--- config.mk ---
export PLATFORM = sky130hd
export DESIGN_NAME = eligible_entry_rotation_picker
export DESIGN_NICKNAME = d
export VERILOG_FILES = /design/src/hw/rtl/eerp_pkg.sv /design/src/hw/rtl/eerp_mod.sv /design/src/hw/rtl/eerp_ctrl.sv /design/src/hw/rtl/eerp_dp.sv /design/src/hw/rtl/eligible_entry_rotation_picker.sv
export SDC_FILE = /design/constraint.sdc
export NUM_CORES = 1
export LEC_CHECK = 0
export ABC_AREA = 1
export BUFFER_PORTS_ARGS = -buffer_cell sky130_fd_sc_hd__buf_2
export CORE_ASPECT_RATIO = 0.8
export CORE_MARGIN = 5
export CORE_UTILIZATION = 45
export CTS_CLUSTER_DIAMETER = 120
export DETAILED_ROUTE_END_ITERATION = 12
export SLEW_MARGIN = 20
export SYNTH_ARGS = -nofsm -noshare
export SYNTH_HDL_FRONTEND = slang
export SYNTH_HIERARCHICAL = 1
export SYNTH_SLANG_ARGS = --single-unit
--- constraint.sdc ---
create_clock -name clk -period 5.17 [get_ports clk]
set_input_delay 1.034 -clock clk [delete_from_list [all_inputs] [get_ports clk]]
set_output_delay 1.034 -clock clk [all_outputs]
set_load 0.05 [all_outputs]
--- src/hw/rtl/eerp_pkg.sv ---
package eerp_pkg;

    localparam int MAX_ENTRIES_DEF = 64;

    localparam int ACT_W       = 2;
    localparam int IDX_W       = 6;
    localparam int OCC_W       = 8;
    localparam int CNT_W       = 7;
    localparam int RND_W       = 15;
    localparam int TDATA_W     = 72;
    localparam int TUSER_W     = 2;
    localparam int OUT_TDATA_W = 8;
    localparam int CFG_IDX_W   = 3;
    localparam int CFG_DATA_W  = 7;

    localparam logic [ACT_W-1:0] ACT_WRITE = 2'd0;
    localparam logic [ACT_W-1:0] ACT_FORCE = 2'd1;
    localparam logic [ACT_W-1:0] ACT_PICK  = 2'd2;

    localparam logic [CFG_IDX_W-1:0] REG_QUEUE_ENABLE = 3'd0;
    localparam logic [CFG_IDX_W-1:0] REG_ONCE_MODE    = 3'd1;
    localparam logic [CFG_IDX_W-1:0] REG_RANDOM_MODE  = 3'd2;
    localparam logic [CFG_IDX_W-1:0] REG_IGNORE_COUNT = 3'd3;
    localparam logic [CFG_IDX_W-1:0] REG_ENTRY_COUNT  = 3'd4;

    // dividend source for the remainder unit
    localparam logic [1:0] MOD_RF    = 2'd0;
    localparam logic [1:0] MOD_RS    = 2'd1;
    localparam logic [1:0] MOD_CURP1 = 2'd2;

    // walk start position
    localparam logic [1:0] START_ZERO = 2'd0;
    localparam logic [1:0] START_CUR  = 2'd1;
    localparam logic [1:0] START_REM  = 2'd2;

    // walk length
    localparam logic LEN_FULL = 1'b0;
    localparam logic LEN_SEQ  = 1'b1;

    typedef struct packed {
        logic             queue_enable;
        logic             once_mode;
        logic             random_mode;
        logic             ignore_count;
        logic [CNT_W-1:0] entry_count;
    } cfg_t;

    typedef struct packed {
        logic [IDX_W-1:0] entry_index;
        logic [OCC_W-1:0] min_players;
        logic [OCC_W-1:0] max_players;
        logic             current_known;
        logic [IDX_W-1:0] current_index;
        logic [OCC_W-1:0] player_count;
        logic [RND_W-1:0] random_first;
        logic [RND_W-1:0] random_second;
    } item_t;

    typedef struct packed {
        logic       load_item;
        logic       wr_entry;
        logic       force_set;
        logic       zero_cur;
        logic       take_forced;
        logic       prep;
        logic       mod_start;
        logic [1:0] mod_src;
        logic       walk_init;
        logic [1:0] start_sel;
        logic       len_sel;
        logic       cur_from_rem;
        logic       skip;
        logic       walk_step;
        logic       clear_marks;
        logic       take_hit;
        logic       finish;
    } cmd_t;

    typedef struct packed {
        logic cnt_zero;
        logic forced_pending;
        logic cur_ge_cnt;
        logic mod_done;
        logic hit;
        logic walk_over;
        logic out_busy;
    } sts_t;

    function automatic logic fits(
        input logic [OCC_W-1:0] lo,
        input logic [OCC_W-1:0] hi,
        input logic [OCC_W-1:0] p,
        input logic             ign
    );
        logic in_range;
        in_range = (lo <= p) && (hi >= p);
        return in_range || (lo == '0) || ((p == '0) && (lo == OCC_W'(1))) || ign;
    endfunction

endpackage

--- src/hw/rtl/eerp_mod.sv ---
module eerp_mod (
    input  logic                          clk,
    input  logic                          rst_n,
    input  logic                          start,
    input  logic [eerp_pkg::RND_W-1:0]    dividend,
    input  logic [eerp_pkg::CNT_W-1:0]    divisor,
    output logic                          done,
    output logic [eerp_pkg::CNT_W-1:0]    remainder
);

    localparam int DW   = eerp_pkg::RND_W;
    localparam int CW   = eerp_pkg::CNT_W;
    localparam int STEP_W = $clog2(DW + 1);

    logic [DW-1:0]     dvd_reg, dvd_next;
    logic [CW-1:0]     rem_reg, rem_next;
    logic [STEP_W-1:0] step_reg, step_next;
    logic              busy_reg, busy_next;
    logic              done_reg, done_next;
    logic [CW:0]       trial;

    // one quotient bit a cycle, keep only the remainder
    always_comb
    begin
        dvd_next  = dvd_reg;
        rem_next  = rem_reg;
        step_next = step_reg;
        busy_next = busy_reg;
        done_next = 1'b0;
        trial     = {rem_reg, dvd_reg[DW-1]};
        if (start)
        begin
            dvd_next  = dividend;
            rem_next  = '0;
            step_next = STEP_W'(DW);
            busy_next = 1'b1;
        end
        else if (busy_reg)
        begin
            if (trial >= {1'b0, divisor})
            begin
                rem_next = CW'(trial - {1'b0, divisor});
            end
            else
            begin
                rem_next = CW'(trial);
            end
            dvd_next  = {dvd_reg[DW-2:0], 1'b0};
            step_next = step_reg - STEP_W'(1);
            if (step_reg == STEP_W'(1))
            begin
                busy_next = 1'b0;
                done_next = 1'b1;
            end
        end
    end

    always_ff @(posedge clk or negedge rst_n)
    begin
        if (!rst_n)
        begin
            busy_reg <= 1'b0;
            done_reg <= 1'b0;
            step_reg <= '0;
        end
        else
        begin
            busy_reg <= busy_next;
            done_reg <= done_next;
            step_reg <= step_next;
        end
    end

    always_ff @(posedge clk)
    begin
        dvd_reg <= dvd_next;
        rem_reg <= rem_next;
    end

    assign done      = done_reg;
    assign remainder = rem_reg;

endmodule

--- src/hw/rtl/eerp_ctrl.sv ---
module eerp_ctrl (
    input  logic                        clk,
    input  logic                        rst_n,
    input  eerp_pkg::cfg_t              cfg,
    input  logic                        in_valid,
    input  logic [eerp_pkg::ACT_W-1:0]  action,
    output logic                        in_ready,
    input  eerp_pkg::sts_t              sts,
    output eerp_pkg::cmd_t              cmd
);

    localparam logic [3:0] S_IDLE   = 4'd0;
    localparam logic [3:0] S_START  = 4'd1;
    localparam logic [3:0] S_SETUP  = 4'd2;
    localparam logic [3:0] S_MOD1   = 4'd3;
    localparam logic [3:0] S_WALK1  = 4'd4;
    localparam logic [3:0] S_FAIL   = 4'd5;
    localparam logic [3:0] S_MOD2   = 4'd6;
    localparam logic [3:0] S_WALK2  = 4'd7;
    localparam logic [3:0] S_FINISH = 4'd8;

    logic [3:0] state_reg, state_next;
    logic       seq;

    assign seq      = !cfg.once_mode && !cfg.random_mode;
    assign in_ready = (state_reg == S_IDLE);

    always_comb
    begin
        cmd        = '0;
        state_next = state_reg;
        case (state_reg)
            S_IDLE:
            begin
                if (in_valid)
                begin
                    cmd.load_item = 1'b1;
                    case (action)
                        eerp_pkg::ACT_WRITE: cmd.wr_entry = 1'b1;
                        eerp_pkg::ACT_FORCE: cmd.force_set = 1'b1;
                        eerp_pkg::ACT_PICK:
                        begin
                            if (cfg.queue_enable)
                            begin
                                state_next = S_START;
                            end
                        end
                        default: ;
                    endcase
                end
            end
            S_START:
            begin
                if (sts.cnt_zero)
                begin
                    cmd.zero_cur = 1'b1;
                    state_next   = S_IDLE;
                end
                else if (sts.forced_pending)
                begin
                    cmd.take_forced = 1'b1;
                    state_next      = S_FINISH;
                end
                else
                begin
                    cmd.prep   = 1'b1;
                    state_next = S_SETUP;
                end
            end
            S_SETUP:
            begin
                if (cfg.random_mode || seq)
                begin
                    cmd.mod_start = 1'b1;
                    cmd.mod_src   = cfg.random_mode ? eerp_pkg::MOD_RF : eerp_pkg::MOD_CURP1;
                    state_next    = S_MOD1;
                end
                else
                begin
                    cmd.walk_init = 1'b1;
                    cmd.start_sel = sts.cur_ge_cnt ? eerp_pkg::START_ZERO : eerp_pkg::START_CUR;
                    cmd.len_sel   = eerp_pkg::LEN_FULL;
                    cmd.skip      = 1'b1;
                    state_next    = S_WALK1;
                end
            end
            S_MOD1:
            begin
                if (sts.mod_done)
                begin
                    cmd.walk_init    = 1'b1;
                    cmd.start_sel    = eerp_pkg::START_REM;
                    cmd.cur_from_rem = cfg.random_mode;
                    cmd.len_sel      = (cfg.random_mode || sts.cur_ge_cnt) ?
                                       eerp_pkg::LEN_FULL : eerp_pkg::LEN_SEQ;
                    cmd.skip         = 1'b1;
                    state_next       = S_WALK1;
                end
            end
            S_WALK1:
            begin
                cmd.walk_step = 1'b1;
                if (sts.hit)
                begin
                    cmd.take_hit = 1'b1;
                    state_next   = S_FINISH;
                end
                else if (sts.walk_over)
                begin
                    state_next = S_FAIL;
                end
            end
            S_FAIL:
            begin
                // nothing unvisited fits: forget the marks, sweep again
                cmd.clear_marks = cfg.once_mode;
                if (cfg.random_mode)
                begin
                    cmd.mod_start = 1'b1;
                    cmd.mod_src   = eerp_pkg::MOD_RS;
                    state_next    = S_MOD2;
                end
                else
                begin
                    cmd.walk_init = 1'b1;
                    cmd.start_sel = eerp_pkg::START_ZERO;
                    cmd.len_sel   = eerp_pkg::LEN_FULL;
                    state_next    = S_WALK2;
                end
            end
            S_MOD2:
            begin
                if (sts.mod_done)
                begin
                    cmd.walk_init = 1'b1;
                    cmd.start_sel = eerp_pkg::START_REM;
                    cmd.len_sel   = eerp_pkg::LEN_FULL;
                    state_next    = S_WALK2;
                end
            end
            S_WALK2:
            begin
                cmd.walk_step = 1'b1;
                if (sts.hit)
                begin
                    cmd.take_hit = 1'b1;
                    state_next   = S_FINISH;
                end
                else if (sts.walk_over)
                begin
                    state_next = S_FINISH;
                end
            end
            S_FINISH:
            begin
                if (!sts.out_busy)
                begin
                    cmd.finish = 1'b1;
                    state_next = S_IDLE;
                end
            end
            default:
            begin
                state_next = S_IDLE;
            end
        endcase
    end

    always_ff @(posedge clk or negedge rst_n)
    begin
        if (!rst_n)
        begin
            state_reg <= S_IDLE;
        end
        else
        begin
            state_reg <= state_next;
        end
    end

endmodule

--- src/hw/rtl/eerp_dp.sv ---
module eerp_dp #(
    parameter int MAX_ENTRIES = eerp_pkg::MAX_ENTRIES_DEF
) (
    input  logic                              clk,
    input  logic                              rst_n,
    input  eerp_pkg::cfg_t                    cfg,
    input  eerp_pkg::cmd_t                    cmd,
    input  eerp_pkg::item_t                   item,
    output eerp_pkg::sts_t                    sts,
    output logic                              m_tvalid,
    input  logic                              m_tready,
    output logic [eerp_pkg::OUT_TDATA_W-1:0]  m_tdata
);

    localparam int SLOT_W = (MAX_ENTRIES > 1) ? $clog2(MAX_ENTRIES) : 1;
    localparam int CW     = eerp_pkg::CNT_W;
    localparam int IW     = eerp_pkg::IDX_W;
    localparam int OW     = eerp_pkg::OCC_W;
    localparam int RW     = eerp_pkg::RND_W;

    logic [OW-1:0] min_mem [MAX_ENTRIES];
    logic [OW-1:0] max_mem [MAX_ENTRIES];
    logic [OW-1:0] rd_min_reg;
    logic [OW-1:0] rd_max_reg;

    eerp_pkg::item_t   item_reg;
    logic [MAX_ENTRIES-1:0] vis_reg;
    logic [IW-1:0]     current_slot_reg;
    logic              forced_pending_reg;
    logic [IW-1:0]     forced_slot_reg;
    logic [CW-1:0]     cur_reg;
    logic [CW-1:0]     pos_reg;
    logic [CW-1:0]     left_reg;
    logic [CW-1:0]     eval_pos_reg;
    logic              eval_v_reg;
    logic              skip_reg;
    logic              out_valid_reg;
    logic [IW-1:0]     out_reg;

    logic [CW-1:0]     cnt;
    logic              wr_ok;
    logic              ci_ok;
    logic [RW-1:0]     mod_dvd;
    logic              mod_done;
    logic [CW-1:0]     mod_rem;
    logic [CW-1:0]     pos_inc;
    logic [CW-1:0]     init_pos;
    logic [CW-1:0]     init_len;
    logic              fit;
    logic              hit;

    assign cnt   = cfg.entry_count;
    assign wr_ok = int'(item.entry_index) < MAX_ENTRIES;
    assign ci_ok = item_reg.current_known && ({1'b0, item_reg.current_index} < cnt);

    always_comb
    begin
        case (cmd.mod_src)
            eerp_pkg::MOD_RF:    mod_dvd = item_reg.random_first;
            eerp_pkg::MOD_RS:    mod_dvd = item_reg.random_second;
            eerp_pkg::MOD_CURP1: mod_dvd = RW'(cur_reg) + RW'(1);
            default:             mod_dvd = item_reg.random_first;
        endcase
    end

    eerp_mod u_mod (
        .clk       (clk),
        .rst_n     (rst_n),
        .start     (cmd.mod_start),
        .dividend  (mod_dvd),
        .divisor   (cnt),
        .done      (mod_done),
        .remainder (mod_rem)
    );

    always_comb
    begin
        case (cmd.start_sel)
            eerp_pkg::START_ZERO: init_pos = '0;
            eerp_pkg::START_CUR:  init_pos = cur_reg;
            eerp_pkg::START_REM:  init_pos = mod_rem;
            default:              init_pos = '0;
        endcase
        if (cmd.len_sel == eerp_pkg::LEN_SEQ && cnt > CW'(1))
        begin
            init_len = cnt - CW'(1);
        end
        else if (cmd.len_sel == eerp_pkg::LEN_SEQ)
        begin
            init_len = CW'(1);
        end
        else
        begin
            init_len = cnt;
        end
    end

    // wrap the walk position at the entry count
    assign pos_inc = (CW'(pos_reg + CW'(1)) == cnt) ? '0 : CW'(pos_reg + CW'(1));

    assign fit = eerp_pkg::fits(rd_min_reg, rd_max_reg, item_reg.player_count,
                                cfg.ignore_count);
    assign hit = eval_v_reg && fit && !(skip_reg && vis_reg[SLOT_W'(eval_pos_reg)]);

    // entry table, read data registered in the cycle after the address
    always_ff @(posedge clk)
    begin
        if (cmd.wr_entry && wr_ok)
        begin
            min_mem[SLOT_W'(item.entry_index)] <= item.min_players;
            max_mem[SLOT_W'(item.entry_index)] <= item.max_players;
        end
        rd_min_reg <= min_mem[SLOT_W'(pos_reg)];
        rd_max_reg <= max_mem[SLOT_W'(pos_reg)];
    end

    always_ff @(posedge clk)
    begin
        if (cmd.load_item)
        begin
            item_reg <= item;
        end
        if (cmd.finish)
        begin
            out_reg <= cur_reg[IW-1:0];
        end
        if (cmd.walk_step)
        begin
            eval_pos_reg <= pos_reg;
        end
    end

    always_ff @(posedge clk or negedge rst_n)
    begin
        if (!rst_n)
        begin
            vis_reg            <= '0;
            current_slot_reg   <= '0;
            forced_pending_reg <= 1'b0;
            forced_slot_reg    <= '0;
            cur_reg            <= '0;
            pos_reg            <= '0;
            left_reg           <= '0;
            eval_v_reg         <= 1'b0;
            skip_reg           <= 1'b0;
            out_valid_reg      <= 1'b0;
        end
        else
        begin
            if (cmd.wr_entry && wr_ok)
            begin
                vis_reg[SLOT_W'(item.entry_index)] <= 1'b0;
            end
            if (cmd.force_set && ({1'b0, item.entry_index} < cnt))
            begin
                forced_slot_reg    <= item.entry_index;
                forced_pending_reg <= 1'b1;
            end
            if (cmd.zero_cur)
            begin
                current_slot_reg <= '0;
            end
            if (cmd.take_forced)
            begin
                cur_reg            <= {1'b0, forced_slot_reg};
                forced_pending_reg <= 1'b0;
            end
            if (cmd.prep)
            begin
                cur_reg <= ci_ok ? {1'b0, item_reg.current_index} : {1'b0, current_slot_reg};
                if (!cfg.once_mode)
                begin
                    vis_reg <= '0;
                end
                else if (ci_ok)
                begin
                    vis_reg[SLOT_W'(item_reg.current_index)] <= 1'b1;
                end
            end
            if (cmd.clear_marks)
            begin
                vis_reg <= '0;
            end
            if (cmd.walk_init)
            begin
                pos_reg    <= init_pos;
                left_reg   <= init_len;
                eval_v_reg <= 1'b0;
                skip_reg   <= cmd.skip;
                if (cmd.cur_from_rem)
                begin
                    cur_reg <= mod_rem;
                end
            end
            if (cmd.walk_step)
            begin
                if (left_reg != '0)
                begin
                    eval_v_reg <= 1'b1;
                    pos_reg    <= pos_inc;
                    left_reg   <= left_reg - CW'(1);
                end
                else
                begin
                    eval_v_reg <= 1'b0;
                end
            end
            if (cmd.take_hit)
            begin
                cur_reg <= eval_pos_reg;
            end
            if (cmd.finish)
            begin
                current_slot_reg <= cur_reg[IW-1:0];
                out_valid_reg    <= 1'b1;
                if (cfg.once_mode)
                begin
                    vis_reg[SLOT_W'(cur_reg[IW-1:0])] <= 1'b1;
                end
            end
            else if (out_valid_reg && m_tready)
            begin
                out_valid_reg <= 1'b0;
            end
        end
    end

    assign sts.cnt_zero       = (cnt == '0);
    assign sts.forced_pending = forced_pending_reg;
    assign sts.cur_ge_cnt     = (cur_reg >= cnt);
    assign sts.mod_done       = mod_done;
    assign sts.hit            = hit;
    assign sts.walk_over      = (left_reg == '0) && !eval_v_reg;
    assign sts.out_busy       = out_valid_reg && !m_tready;

    assign m_tvalid = out_valid_reg;
    assign m_tdata  = {{(eerp_pkg::OUT_TDATA_W - IW){1'b0}}, out_reg};

endmodule

--- src/hw/rtl/eligible_entry_rotation_picker.sv ---
// Table write and force words: a new word may follow every cycle while no pick is in progress.
// Pick: a pending forced slot is taken straight away; a full search takes up to
// two table sweeps at one entry a cycle through the single read port, plus a
// bit-serial remainder before each sweep in random mode (before the first in sequential mode).
// Reset: registers to their defaults, visited marks cleared, table contents undefined.
module eligible_entry_rotation_picker #(
    parameter int MAX_ENTRIES = eerp_pkg::MAX_ENTRIES_DEF
) (
    input  logic                                clk,
    input  logic                                rst_n,
    input  logic                                s_tvalid,
    output logic                                s_tready,
    // entry_index, min_players, max_players, current_known, current_index,
    // player_count, random_first, random_second, zero fill
    input  logic [eerp_pkg::TDATA_W-1:0]        s_tdata,
    // action
    input  logic [eerp_pkg::TUSER_W-1:0]        s_tuser,
    output logic                                m_tvalid,
    input  logic                                m_tready,
    // chosen_index, zero fill
    output logic [eerp_pkg::OUT_TDATA_W-1:0]    m_tdata,
    input  logic                                cfg_valid,
    output logic                                cfg_ready,
    input  logic [eerp_pkg::CFG_IDX_W-1:0]      cfg_index,
    input  logic [eerp_pkg::CFG_DATA_W-1:0]     cfg_data
);

    localparam int CW    = eerp_pkg::CNT_W;
    localparam int CAP_I = (MAX_ENTRIES < (1 << CW) - 1) ? MAX_ENTRIES : (1 << CW) - 1;
    localparam logic [CW-1:0] CAP = CW'(CAP_I);

    eerp_pkg::cfg_t  cfg_reg;
    eerp_pkg::item_t item;
    eerp_pkg::cmd_t  cmd;
    eerp_pkg::sts_t  sts;

    assign cfg_ready = 1'b1;

    // hold the entry count capped at the table depth (and at 127)
    always_ff @(posedge clk or negedge rst_n)
    begin
        if (!rst_n)
        begin
            cfg_reg.queue_enable <= 1'b1;
            cfg_reg.once_mode    <= 1'b1;
            cfg_reg.random_mode  <= 1'b1;
            cfg_reg.ignore_count <= 1'b0;
            cfg_reg.entry_count  <= '0;
        end
        else if (cfg_valid)
        begin
            case (cfg_index)
                eerp_pkg::REG_QUEUE_ENABLE: cfg_reg.queue_enable <= cfg_data[0];
                eerp_pkg::REG_ONCE_MODE:    cfg_reg.once_mode    <= cfg_data[0];
                eerp_pkg::REG_RANDOM_MODE:  cfg_reg.random_mode  <= cfg_data[0];
                eerp_pkg::REG_IGNORE_COUNT: cfg_reg.ignore_count <= cfg_data[0];
                eerp_pkg::REG_ENTRY_COUNT:
                begin
                    cfg_reg.entry_count <= (CW'(cfg_data) > CAP) ? CAP : CW'(cfg_data);
                end
                default: ;
            endcase
        end
    end

    assign item.entry_index   = s_tdata[5:0];
    assign item.min_players   = s_tdata[13:6];
    assign item.max_players   = s_tdata[21:14];
    assign item.current_known = s_tdata[22];
    assign item.current_index = s_tdata[28:23];
    assign item.player_count  = s_tdata[36:29];
    assign item.random_first  = s_tdata[51:37];
    assign item.random_second = s_tdata[66:52];

    eerp_ctrl u_ctrl (
        .clk      (clk),
        .rst_n    (rst_n),
        .cfg      (cfg_reg),
        .in_valid (s_tvalid),
        .action   (s_tuser[eerp_pkg::ACT_W-1:0]),
        .in_ready (s_tready),
        .sts      (sts),
        .cmd      (cmd)
    );

    eerp_dp #(
        .MAX_ENTRIES (MAX_ENTRIES)
    ) u_dp (
        .clk      (clk),
        .rst_n    (rst_n),
        .cfg      (cfg_reg),
        .cmd      (cmd),
        .item     (item),
        .sts      (sts),
        .m_tvalid (m_tvalid),
        .m_tready (m_tready),
        .m_tdata  (m_tdata)
    );

endmodule
==> results.md <==
* Worst Path Max Fanout at 15
* Sink Count at roughly 1200
* Slowest-stage cell, CP: nand2_1
* Period utilization at 0.721
* Drt wl/cell at 23.6 um
* CP most frequent cell: nor2_1
* CTS tree: built
* Yosys cell types at 55
* IO Count at 100
* Initial Util at 0.451
* Number of remaining DRC errors at 0
* Row count at 113
* Least-Margin Pin Slew at about 1200 ps
* Die Ht at 318 um
* First-pass GRT wire length at roughly 220000 um
* Hold bufs inserted after CTS at 0
* Vias per cell at ~5.7
* Dpl hpwl at 89000 um
* Gr usage total at 0.235
* VDD IR max at 0.377 mV
* Cell chain of the critical path: nor2_2 -> nand2_2 -> nor4_1 -> inv_1 -> nor2_1 -> nand2_1 -> nor2_1 -> buf_4
* Drt pass-1 iters at 6
* Worst slew margin at 0.178
* Pin count of the biggest net entering global routing at 155
* Total Wirelength at 152000 um
* Dpl cells at 6198
* Hold WC Path Type: input pin to asynchronous set/reset pin
* Synth area leader: edfxtp_1
* Top-count cell post-synth: edfxtp_1
* CP Capture Type: flop
* #FFs+latches synth at 1242
* Hold slack at 442 ps
* Mean Syn Cell Area at 11.4 um2
* Leakage at 21.7 nW
* Startpoint types: flop
* Crit path largest cell delay at around 750 ps
* Buffers added on ports at just over 90
* Skew-Pair Late Insertion Delay at 730 ps
* FMAX at 268 MHz
* Number of buffers and inverters on the critical path at 2
* Sequential-to-total area share from yosys stat at 0.684
* Share of cells above drive strength 1 at 0.0938
* Post-CTS setup buffer count at 0
* CP arrival at 4130 ps
* Die area at 0.125 mm2
* Share of Yosys cell area claimed by the top area cell type at 0.618
* # nets final at roughly 5000
* Reg clk slew, reported paths at roughly 70 ps
* Gpl congestion at 0.855
* Max Buffers Root-to-Sink at 3
* Syn-to-layout area delta at 11.5%
* Area contributors post-synth: edfxtp_1, nand2_1, dfrtp_1
* Status: completed
* Die width at 395 um
* Non-filler cells, final at 6413
* Final setup violation count at 0
* Syn Std Cell Area at roughly 0.053 mm2
* Total of max-cap violations at 0
* Main synth FF type: edfxtp_1
* Grt total ovfl at 0
* Cells resized by post-CTS repair at 0
* Root Driver: clkbuf_16
* Tmin final at about 3700 ps
* Initial antenna violation count at 7
* Final antenna-violating net count at 0
* Post-synth top cells: edfxtp_1, nand2_1, nor2_1
* Fill count at 10400
* Warnings, synthesis at 6
* Synth Instances at ~4700
* CTS H-tree depth at 3
* Initial detailed-routing violation count at about 4500
* Post-synth EDFFs at 1097
* Vias at 36600
* Core Box Area at 0.118 mm2
* Unrepaired setup endpoints after global routing: false
* Pwr Density at between 400 and 500 mW/mm2
* Req. time, crit path at 5570 ps
* Final Max Tran Viols at 0
* Critical path class: flop to flop
* Vias in the first global route at 33300
* CP delay by family, top: simple AND/OR/NAND/NOR gates
* FFs w/ async S/R, synth at 0.0982
* Hold Vio Cnt, Final at 0
* Setup tns final at 0 ps
* Worst Skew at 28.2 ps
* Num CTS Buffers at 118
where the power goes:
group	leakage, nW	internal (mW)	switching, mW
registers	11.7	11.5	0.518
clock network	1.86	4.93	3.74
logic	8.17	2.06	5.34
cell type report:
class                      instances  area, um2  area share
sequential                      1242      36500       0.614
clock buffer                     145       3130      0.0526
timing repair buffer             224       1590      0.0268
multi-input combinational       3016      14900       0.251
clock inverter                    68        697      0.0117
antenna                            2       5.00   0.0000843
tap                             1552       1940      0.0327
inverter                         164        631      0.0106
path summary, 6_finish.rpt:
kind / depth (start not counted) / slack, ps / endpoint / from
min in group clk: 1 / 470 / u_dp/item_reg[14] / s_tdata[66]
max in group asynchronous: 2 / 3690 / u_dp/pos_reg[1] / rst_n
setup reg to reg: 8 / 1440 / u_dp/max_mem[48][0] / u_ctrl/state_reg[3]
hold reg to reg: 1 / 480 / u_dp/u_mod/step_reg[3] / u_dp/u_mod/step_reg[3]
hold / removal: 1 / 440 / u_dp/m_tvalid / rst_n
setup / recovery: 8 / 1440 / u_dp/max_mem[48][0] / u_ctrl/state_reg[3]
layout by cell type (no fill, tap or decap), types with 20 or more instances in the layout:
| cell | Yosys | final |
|---|---|---|
| clkbuf_16 | 0 | 120 |
| buf_2 | 22 | 90 |
| ha_1 | 51 | 51 |
| a22o_1 | 56 | 56 |
| clkinv_1 | 1 | 20 |
| nor3_1 | 22 | 20 |
| dfrtp_1 | 119 | 116 |
| mux2i_1 | 112 | 112 |
| clkinv_2 | 0 | 21 |
| nand2_1 | 1052 | 1049 |
| dfxtp_1 | 23 | 23 |
| clkbuf_1 | 169 | 22 |
| inv_1 | 154 | 152 |
| edfxtp_1 | 1097 | 1097 |
| nand3_1 | 183 | 183 |
| nor2_1 | 530 | 526 |
| o21ai_0 | 508 | 507 |
| a21oi_1 | 187 | 187 |
| buf_4 | 38 | 123 |
| o21ai_1 | 45 | 45 |
| nand4_1 | 20 | 20 |
| o22ai_1 | 143 | 143 |
cells by family (layout without fill, tap and decap cells):
kind of cell | count (synthesis) | count (layout) | synth area share
other | 2 | 5 | 0.000141
AOI/OAI and AO/OA | 986 | 986 | 0.103
DFF | 1242 | 1242 | 0.684
xor gates and xnor gates | 16 | 16 | 0.00263
and+or+nand+nor | 1847 | 1847 | 0.140
buffers and inverters | 428 | 601 | 0.0368
adders and majority gates | 52 | 52 | 0.0123
muxes | 112 | 112 | 0.0210
per-layer routing:
metal	global-route usage	up-vias	wire, um
met5	0	-	7
met4	0.0483	2	2620
met3	0.0454	169	14600
met2	0.336	1621	64800
met1	0.373	18000	69600
li1	-	16700	-
stage by stage:
stage,area (um2),worst slack [ps],util,power (mW)
final,59400,1440,0.503,28.0
after global routing,59400,1260,0.503,29.4
after CTS,59400,1560,0.502,28.0
after detailed placement,55600,1260,0.470,19.4
after global placement,55600,1210,0.470,19.3
after floorplan,53300,1270,-,17.0
No activity file was read; power rests on OpenSTA's default activity.
